==> src/pbm_pkg.sv <==
// Shared types and constants for the pixel blend pipeline.
package pbm_pkg;

  typedef enum logic [1:0] {
    MODE_MULTIPLY = 2'd0,
    MODE_SUBTRACT = 2'd1,
    MODE_SCREEN   = 2'd2,
    MODE_OVERLAY  = 2'd3
  } blend_mode_t;

  localparam int unsigned NUM_CHAN = 3;

  // Rounding offset and reciprocal of 255 for a 16-bit dividend.
  localparam logic [15:0] ROUND_OFS  = 16'd127;
  localparam logic [15:0] RECIP_255  = 16'd32897;
  localparam int unsigned RECIP_SHIFT = 23;

  typedef logic [7:0] chan_t;

  // One channel's operands after mode decode.
  typedef struct packed {
    chan_t x;
    chan_t y;
    logic  inv;
    logic  sub;
    chan_t sub_res;
  } chan_op_t;

  // One channel after the first multiply.
  typedef struct packed {
    logic [15:0] prod;
    logic        inv;
    logic        sub;
    chan_t       sub_res;
  } chan_prod_t;

  // One channel after the reciprocal multiply.
  typedef struct packed {
    chan_t q;
    logic  inv;
    logic  sub;
    chan_t sub_res;
  } chan_quot_t;

endpackage

==> src/pbm_pix_in_if.sv <==
// Input channel: base and layer pixel words.
interface pbm_pix_in_if;
  logic       valid;
  logic       ready;
  logic [7:0] base_blue;
  logic [7:0] base_green;
  logic [7:0] base_red;
  logic [7:0] layer_blue;
  logic [7:0] layer_green;
  logic [7:0] layer_red;
  logic       pixel_last;

  modport source (
    output valid, base_blue, base_green, base_red,
    output layer_blue, layer_green, layer_red, pixel_last,
    input  ready
  );
  modport sink (
    input  valid, base_blue, base_green, base_red,
    input  layer_blue, layer_green, layer_red, pixel_last,
    output ready
  );
endinterface

==> src/pbm_pix_out_if.sv <==
// Output channel: blended pixel words.
interface pbm_pix_out_if;
  logic       valid;
  logic       ready;
  logic [7:0] out_blue;
  logic [7:0] out_green;
  logic [7:0] out_red;
  logic       out_last;

  modport source (
    output valid, out_blue, out_green, out_red, out_last,
    input  ready
  );
  modport sink (
    input  valid, out_blue, out_green, out_red, out_last,
    output ready
  );
endinterface

==> src/pbm_cfg_if.sv <==
// Configuration write channel: blend mode word.
interface pbm_cfg_if;
  logic       valid;
  logic       ready;
  logic [1:0] data;

  modport source (output valid, data, input ready);
  modport sink (input valid, data, output ready);
endinterface

==> src/pixel_blend_modes.sv <==
// Pixel blend pipeline: multiply, subtract, screen and overlay per channel.
//
// Usage:
//   pix_in carries one base pixel and one layer pixel (blue, green, red) per
//   word plus an end-of-image mark; pix_out returns one blended pixel per
//   word with the mark copied. cfg writes the 2-bit blend mode, which applies
//   to every pixel; write it only while no pixel is in flight. cfg is always
//   ready.
//   A word accepted on pix_in passes through four register stages (operand
//   decode, channel multiply, reciprocal multiply for the divide by 255,
//   output register) before it shows on pix_out. Throughput: one pixel per
//   clock while pix_out is ready, set by the fully pipelined multipliers.
//   Reset clears all stage valid bits and sets the mode to multiply.
//   When pix_out stalls, each stage holds while the stage after it is full
//   and held; pix_in.ready drops only when all four stages are full.
module pixel_blend_modes (
  input  logic             clk,
  input  logic             rst,
  pbm_pix_in_if.sink       pix_in,
  pbm_pix_out_if.source    pix_out,
  pbm_cfg_if.sink          cfg
);
  import pbm_pkg::*;

  localparam int unsigned NUM_STAGES = 4;

  blend_mode_t blend_mode;

  logic [NUM_STAGES-1:0] v;
  logic [NUM_STAGES-1:0] en;

  chan_op_t   s1_op   [NUM_CHAN];
  chan_prod_t s2_prod [NUM_CHAN];
  chan_quot_t s3_quot [NUM_CHAN];
  chan_t      s4_res  [NUM_CHAN];
  logic [NUM_STAGES-1:0] last;

  chan_t    base_ch  [NUM_CHAN];
  chan_t    layer_ch [NUM_CHAN];
  chan_op_t op_next  [NUM_CHAN];

  assign cfg.ready = 1'b1;

  always_ff @(posedge clk) begin
    if (rst) begin
      blend_mode <= MODE_MULTIPLY;
    end else if (cfg.valid) begin
      blend_mode <= blend_mode_t'(cfg.data);
    end
  end

  // Stage enables: load when empty or when the next stage loads.
  always_comb begin
    en[NUM_STAGES-1] = !v[NUM_STAGES-1] || pix_out.ready;
    for (int i = NUM_STAGES - 2; i >= 0; i--) begin
      en[i] = !v[i] || en[i+1];
    end
  end

  assign pix_in.ready = en[0];

  always_ff @(posedge clk) begin
    if (rst) begin
      v <= '0;
    end else begin
      if (en[0]) v[0] <= pix_in.valid;
      for (int i = 1; i < NUM_STAGES; i++) begin
        if (en[i]) v[i] <= v[i-1];
      end
    end
  end

  assign base_ch[0]  = pix_in.base_blue;
  assign base_ch[1]  = pix_in.base_green;
  assign base_ch[2]  = pix_in.base_red;
  assign layer_ch[0] = pix_in.layer_blue;
  assign layer_ch[1] = pix_in.layer_green;
  assign layer_ch[2] = pix_in.layer_red;

  // Decode the mode into one multiply and an optional invert per channel, or a subtract clamped at zero.
  always_comb begin
    for (int c = 0; c < NUM_CHAN; c++) begin
      op_next[c].x       = base_ch[c];
      op_next[c].y       = layer_ch[c];
      op_next[c].inv     = 1'b0;
      op_next[c].sub     = 1'b0;
      op_next[c].sub_res = (base_ch[c] > layer_ch[c]) ? base_ch[c] - layer_ch[c] : 8'd0;
      case (blend_mode)
        MODE_MULTIPLY: begin
        end
        MODE_SUBTRACT: begin
          op_next[c].sub = 1'b1;
        end
        MODE_SCREEN: begin
          op_next[c].x   = ~base_ch[c];
          op_next[c].y   = ~layer_ch[c];
          op_next[c].inv = 1'b1;
        end
        MODE_OVERLAY: begin
          if (!layer_ch[c][7]) begin
            op_next[c].y = {layer_ch[c][6:0], 1'b0};
          end else begin
            op_next[c].x   = ~base_ch[c];
            op_next[c].y   = {~layer_ch[c][6:0], 1'b0};
            op_next[c].inv = 1'b1;
          end
        end
        default: begin
        end
      endcase
    end
  end

  always_ff @(posedge clk) begin
    if (en[0]) begin
      s1_op   <= op_next;
      last[0] <= pix_in.pixel_last;
    end
    if (en[1]) begin
      for (int c = 0; c < NUM_CHAN; c++) begin
        s2_prod[c].prod    <= 16'(s1_op[c].x) * 16'(s1_op[c].y);
        s2_prod[c].inv     <= s1_op[c].inv;
        s2_prod[c].sub     <= s1_op[c].sub;
        s2_prod[c].sub_res <= s1_op[c].sub_res;
      end
      last[1] <= last[0];
    end
    if (en[2]) begin
      for (int c = 0; c < NUM_CHAN; c++) begin
        s3_quot[c].q <= 8'(((32'(s2_prod[c].prod) + 32'(ROUND_OFS)) * 32'(RECIP_255))
                            >> RECIP_SHIFT);
        s3_quot[c].inv     <= s2_prod[c].inv;
        s3_quot[c].sub     <= s2_prod[c].sub;
        s3_quot[c].sub_res <= s2_prod[c].sub_res;
      end
      last[2] <= last[1];
    end
    if (en[3]) begin
      for (int c = 0; c < NUM_CHAN; c++) begin
        if (s3_quot[c].sub) begin
          s4_res[c] <= s3_quot[c].sub_res;
        end else if (s3_quot[c].inv) begin
          s4_res[c] <= ~s3_quot[c].q;
        end else begin
          s4_res[c] <= s3_quot[c].q;
        end
      end
      last[3] <= last[2];
    end
  end

  assign pix_out.valid     = v[NUM_STAGES-1];
  assign pix_out.out_blue  = s4_res[0];
  assign pix_out.out_green = s4_res[1];
  assign pix_out.out_red   = s4_res[2];
  assign pix_out.out_last  = last[NUM_STAGES-1];

  a_reset_empty: assert property (@(posedge clk) rst |=> !pix_out.valid)
    else $error("output valid after reset");

  a_accept_fills: assert property (@(posedge clk) disable iff (rst)
    pix_in.valid && pix_in.ready |=> v[0])
    else $error("accepted word lost at first stage");

  a_full_blocks: assert property (@(posedge clk) disable iff (rst)
    (&v) && !pix_out.ready |-> !pix_in.ready)
    else $error("input taken while pipeline full and stalled");

  a_out_held: assert property (@(posedge clk) disable iff (rst)
    pix_out.valid && !pix_out.ready |=> pix_out.valid && $stable(s4_res[0])
      && $stable(last[NUM_STAGES-1]))
    else $error("stalled output word changed");

endmodule
==> src/flat_wrapper.sv <==
// flat-port wrapper written by rule: the top's interface ports become plain ports
module pixel_blend_modes_flat import pbm_pkg::*;
  (clk, rst, pix_in_valid, pix_in_base_blue, pix_in_base_green, pix_in_base_red, pix_in_layer_blue, pix_in_layer_green, pix_in_layer_red, pix_in_pixel_last, pix_in_ready, pix_out_valid, pix_out_out_blue, pix_out_out_green, pix_out_out_red, pix_out_out_last, pix_out_ready, cfg_valid, cfg_data, cfg_ready);
  pbm_pix_in_if pix_in_i ();
  pbm_pix_out_if pix_out_i ();
  pbm_cfg_if cfg_i ();
  input  logic clk;
  input  logic rst;
  input wire logic [$bits(pix_in_i.valid)-1:0] pix_in_valid;
  input wire logic [$bits(pix_in_i.base_blue)-1:0] pix_in_base_blue;
  input wire logic [$bits(pix_in_i.base_green)-1:0] pix_in_base_green;
  input wire logic [$bits(pix_in_i.base_red)-1:0] pix_in_base_red;
  input wire logic [$bits(pix_in_i.layer_blue)-1:0] pix_in_layer_blue;
  input wire logic [$bits(pix_in_i.layer_green)-1:0] pix_in_layer_green;
  input wire logic [$bits(pix_in_i.layer_red)-1:0] pix_in_layer_red;
  input wire logic [$bits(pix_in_i.pixel_last)-1:0] pix_in_pixel_last;
  output wire logic [$bits(pix_in_i.ready)-1:0] pix_in_ready;
  output wire logic [$bits(pix_out_i.valid)-1:0] pix_out_valid;
  output wire logic [$bits(pix_out_i.out_blue)-1:0] pix_out_out_blue;
  output wire logic [$bits(pix_out_i.out_green)-1:0] pix_out_out_green;
  output wire logic [$bits(pix_out_i.out_red)-1:0] pix_out_out_red;
  output wire logic [$bits(pix_out_i.out_last)-1:0] pix_out_out_last;
  input wire logic [$bits(pix_out_i.ready)-1:0] pix_out_ready;
  input wire logic [$bits(cfg_i.valid)-1:0] cfg_valid;
  input wire logic [$bits(cfg_i.data)-1:0] cfg_data;
  output wire logic [$bits(cfg_i.ready)-1:0] cfg_ready;
  assign pix_in_i.valid = pix_in_valid;
  assign pix_in_i.base_blue = pix_in_base_blue;
  assign pix_in_i.base_green = pix_in_base_green;
  assign pix_in_i.base_red = pix_in_base_red;
  assign pix_in_i.layer_blue = pix_in_layer_blue;
  assign pix_in_i.layer_green = pix_in_layer_green;
  assign pix_in_i.layer_red = pix_in_layer_red;
  assign pix_in_i.pixel_last = pix_in_pixel_last;
  assign pix_in_ready = pix_in_i.ready;
  assign pix_out_valid = pix_out_i.valid;
  assign pix_out_out_blue = pix_out_i.out_blue;
  assign pix_out_out_green = pix_out_i.out_green;
  assign pix_out_out_red = pix_out_i.out_red;
  assign pix_out_out_last = pix_out_i.out_last;
  assign pix_out_i.ready = pix_out_ready;
  assign cfg_i.valid = cfg_valid;
  assign cfg_i.data = cfg_data;
  assign cfg_ready = cfg_i.ready;
  pixel_blend_modes u_core (.clk(clk), .rst(rst), .pix_in(pix_in_i), .pix_out(pix_out_i), .cfg(cfg_i));
endmodule
==> config.mk <==
export PLATFORM = sky130hd
export DESIGN_NAME = pixel_blend_modes_flat
export DESIGN_NICKNAME = d
export VERILOG_FILES = /design/src/pbm_pkg.sv /design/src/pbm_pix_in_if.sv /design/src/pbm_pix_out_if.sv /design/src/pbm_cfg_if.sv /design/src/pixel_blend_modes.sv /design/src/flat_wrapper.sv
export SDC_FILE = /design/constraint.sdc
export NUM_CORES = 1
export LEC_CHECK = 0
export ABC_AREA = 1
export BUFFER_PORTS_ARGS = -buffer_cell sky130_fd_sc_hd__buf_2
export CORE_MARGIN = 1
export CORE_UTILIZATION = 64
export DETAILED_ROUTE_END_ITERATION = 16
export PLACE_DENSITY = 0.82
export SYNTH_ARGS = -nofsm -noshare
export SYNTH_HDL_FRONTEND = slang
export SYNTH_SLANG_ARGS = --single-unit
==> constraint.sdc <==
create_clock -name clk -period 6 [get_ports clk]
set_input_delay 0.6 -clock clk [delete_from_list [all_inputs] [get_ports clk]]
set_output_delay 0.6 -clock clk [all_outputs]
set_load 0.1 [all_outputs]
==> out/metrics.csv <==
stage,metric,value,unit
place,place_congestion,0.992,
sta,fin_tns_setup,0,ps
status,outcome,completed,
grt,overflow,0,
die,start_util,0.654,
sta,min_period,4530,ps
flow_run,cap_violations,0,
clocking,numCtsBuffers,26,
detailed_routing,vias,16900,
sta,hold_violations,0,
synth,ys_seq_area_frac,0.321,
synth,syn-cell-area,22100,sq um
detailed_routing,ant_nets,0,
synth,ys_types,50,
sta,fin_skew,16.2,ps
place,dp_hpwl,39.0,mm
die,coreArea,33800,sq um
synth,synthTopCellsByCount,"nand2_1, inv_1, ha_1, edfxtp_1, nor2_1",
die,dieHeight,188,um
synth,ys_warn_count,0,
final_layout,syn2layout_area_growth,7.30,%
hold_path,min_path_type,in -> reg,
final_layout,finalNetCount,3127,
clocking,postCtsSetupBuffers,0,
detailed_routing,wl_met1,22.6,mm
detailed_routing,routedWlPerCell,15.6,um
synth,async_flop_share,0,
worst_setup_path,cp.required,6260,ps
die,fp.dieArea,35300,sq um
synth,synth.most_common_cell,nand2_1,
grt,antenna_found_initial,0,
synth,synth_edf_count,232,
worst_setup_path,crit_slowest_cell,edfxtp_1,
synth,synth_top_cell_by_area,edfxtp_1,
clocking,cts-root-buf,clkbuf_16,
clocking,htree_num_levels,1,
final_layout,antenna_cells,0,
detailed_routing,met2_length,22.0,mm
worst_setup_path,crit_path_start_kind,flop,
die,row_count,67,
sta,drv_slew,0,
sta,rsz0062_at_grt,false,
worst_setup_path,r2r_slack,1470,ps
sta,fmax,221,MHz
final_layout,drive_gt1_frac,0.0681,
clocking,clkTransAtPathRegs,60,ps
worst_setup_path,critPathMostFrequentCell,inv_1,
worst_setup_path,r2r_end,u_core.s2_prod[0][24]$_DFFE_PP_,
synth,synth.area.top_cells,"edfxtp_1, ha_1, fa_1",
sta,worst_slew_pin_slew,1010,ps
die,io_pins,84,
grt,grt_usage,0.277,
worst_setup_path,critPathKind,reg -> reg,
worst_setup_path,r2r_start,u_core.s1_op[73]$_DFFE_PP_,
clocking,cts.sink_count,238,
synth,syn_avg_cell_area,8.54,sq um
worst_setup_path,critPathCapture,u_core.s2_prod[0][24]$_DFFE_PP_,
worst_setup_path,worstPathMaxFanout,8,
synth,synth_top_flop_cell,edfxtp_1,
synth,synth.top_cell.area_share,0.315,
grt,grt_pass1_wl,80.0,mm
clocking,cts_tree,built,
detailed_routing,vias_per_cell,5.45,
grt,grt_pass1_vias,16600,
detailed_routing,firstDrtPassIters,6,
detailed_routing,wl_met3,3.09,mm
sta,period_share,0.754,
worst_setup_path,endpoint_kind,flop,
synth,syn-num-nets,3076,
detailed_routing,highest_layer,met4,
clocking,hold_buffers,0,
sta,setup_viol,0,
detailed_routing,drc,0,
hold_path,min-delay-start,pix_in_pixel_last,
synth,synthCells,2588,
worst_setup_path,worstPathArrival,4790,ps
clocking,cts_buffer_depth,3,
clocking,cts_resized,0,
clocking,clk_latency,530,ps
synth,ys_ff_latch,238,
place,numPortBuffers,82,
die,die_x,188,um
grt,grt_max_degree,80,
worst_setup_path,path_cells,nand2_1 -> inv_1 -> fa_1 -> inv_1 -> fa_1 -> inv_1 -> fa_1 -> inv_1 -> fa_1 -> inv_1 -> ha_1 -> a21oi_1 -> o21ai_0 -> a21oi_1 -> inv_1 -> nand2_1 -> a21oi_1 -> nand2_1 -> nand2_1 -> xor2_1,
detailed_routing,wirelength,48.6,mm
worst_setup_path,crit_start,u_core.s1_op[73]$_DFFE_PP_,
detailed_routing,drtIter0Drc,1533,
worst_setup_path,crit_path_max_incr_delay,550,ps
sta,slew_headroom,0.324,
worst_setup_path,r2r_cells,20,
==> logic make-up (layout without fill, tap and decap cells) <==
group,count (synthesis),count (layout),share of synthesized area
simple gates,876,876,0.162
xor+xnor,133,133,0.0545
other cells,1,1,0.000170
buf+inv,608,679,0.104
flops,238,238,0.321
fa+ha+maj,432,432,0.282
compound gates,300,300,0.0775
==> sequential cells by signal, indices dropped and copies added, names as in the netlist <==
name	cells
u_core.s1_op	76
u_core.s2_prod	76
u_core.s3_quot	52
u_core.s4_res	24
u_core.last	4
u_core.v	4
u_core.blend_mode	2
==> routing by layer <==
layer / GRT usage / vias up
met1: 0.397 / 7888
li1: - / 8379
met3: 0.0294 / 81
met2: 0.455 / 579
met4: 0.0622 / 0
met5: 0 / -
==> stage by stage <==
stage                     setup WS (ps)  instance area [sq um]  instances   util  hold slack [ps]
final                              1470                  23700       3107  0.702              266
after global routing               1150                  23700       3107  0.702              245
after CTS                          1470                  23700       3107  0.702              243
after detailed placement           1490                  22900       3059  0.677              405
after global placement             1600                  22900       3059  0.677              400
after floorplan                     405                  22100       2588      -              400
==> layout make-up <==
type | instances | area (sq um)
inverter | 545 | 2050
clock buffer | 35 | 734
fill | 2576 | 10100
tap | 448 | 561
timing repair buffer | 86 | 440
sequential | 238 | 7090
clock inverter | 13 | 116
multi-input combinational | 1742 | 12700
==> worst min-delay path by stage <==
stage,end,slack (ps),cells after the start
2_1_floorplan,u_core.last[1]$_DFFE_PP_,400,0
3_3_place_gp,u_core.last[2]$_DFFE_PP_,400,0
3_5_place_dp,u_core.last[2]$_DFFE_PP_,400,0
4_1_cts,u_core.last[0]$_DFFE_PP_,240,1
5_1_grt,u_core.last[0]$_DFFE_PP_,250,1
6_report,u_core.last[0]$_DFFE_PP_,270,1
==> worst max-delay path: cells and delay by family, from the launching register on <==
family,cells,cell delay [ps]
compound gates,4,470
xor+xnor,1,150
fa+ha+maj,5,2440
buf+inv,6,350
flops,1,550
simple gates,4,310
==> cell usage in the layout (no fill, tap or decap), types with 9 or more instances in the layout <==
cell / instances
o21ai_0: 71
a21o_1: 9
buf_2: 82
nor2_1: 178
nor2_2: 9
nand3_1: 55
clkbuf_16: 26
inv_2: 17
fa_1: 111
nand4_1: 18
o211ai_1: 34
inv_1: 527
ha_1: 321
nor3_1: 15
xnor2_1: 38
xor2_1: 91
edfxtp_1: 232
a21oi_1: 143
nand2_1: 568
Power is left out: the tool's default activity adds up to more than one toggle a clock period on the data nets, which glitch-free logic cannot reach.
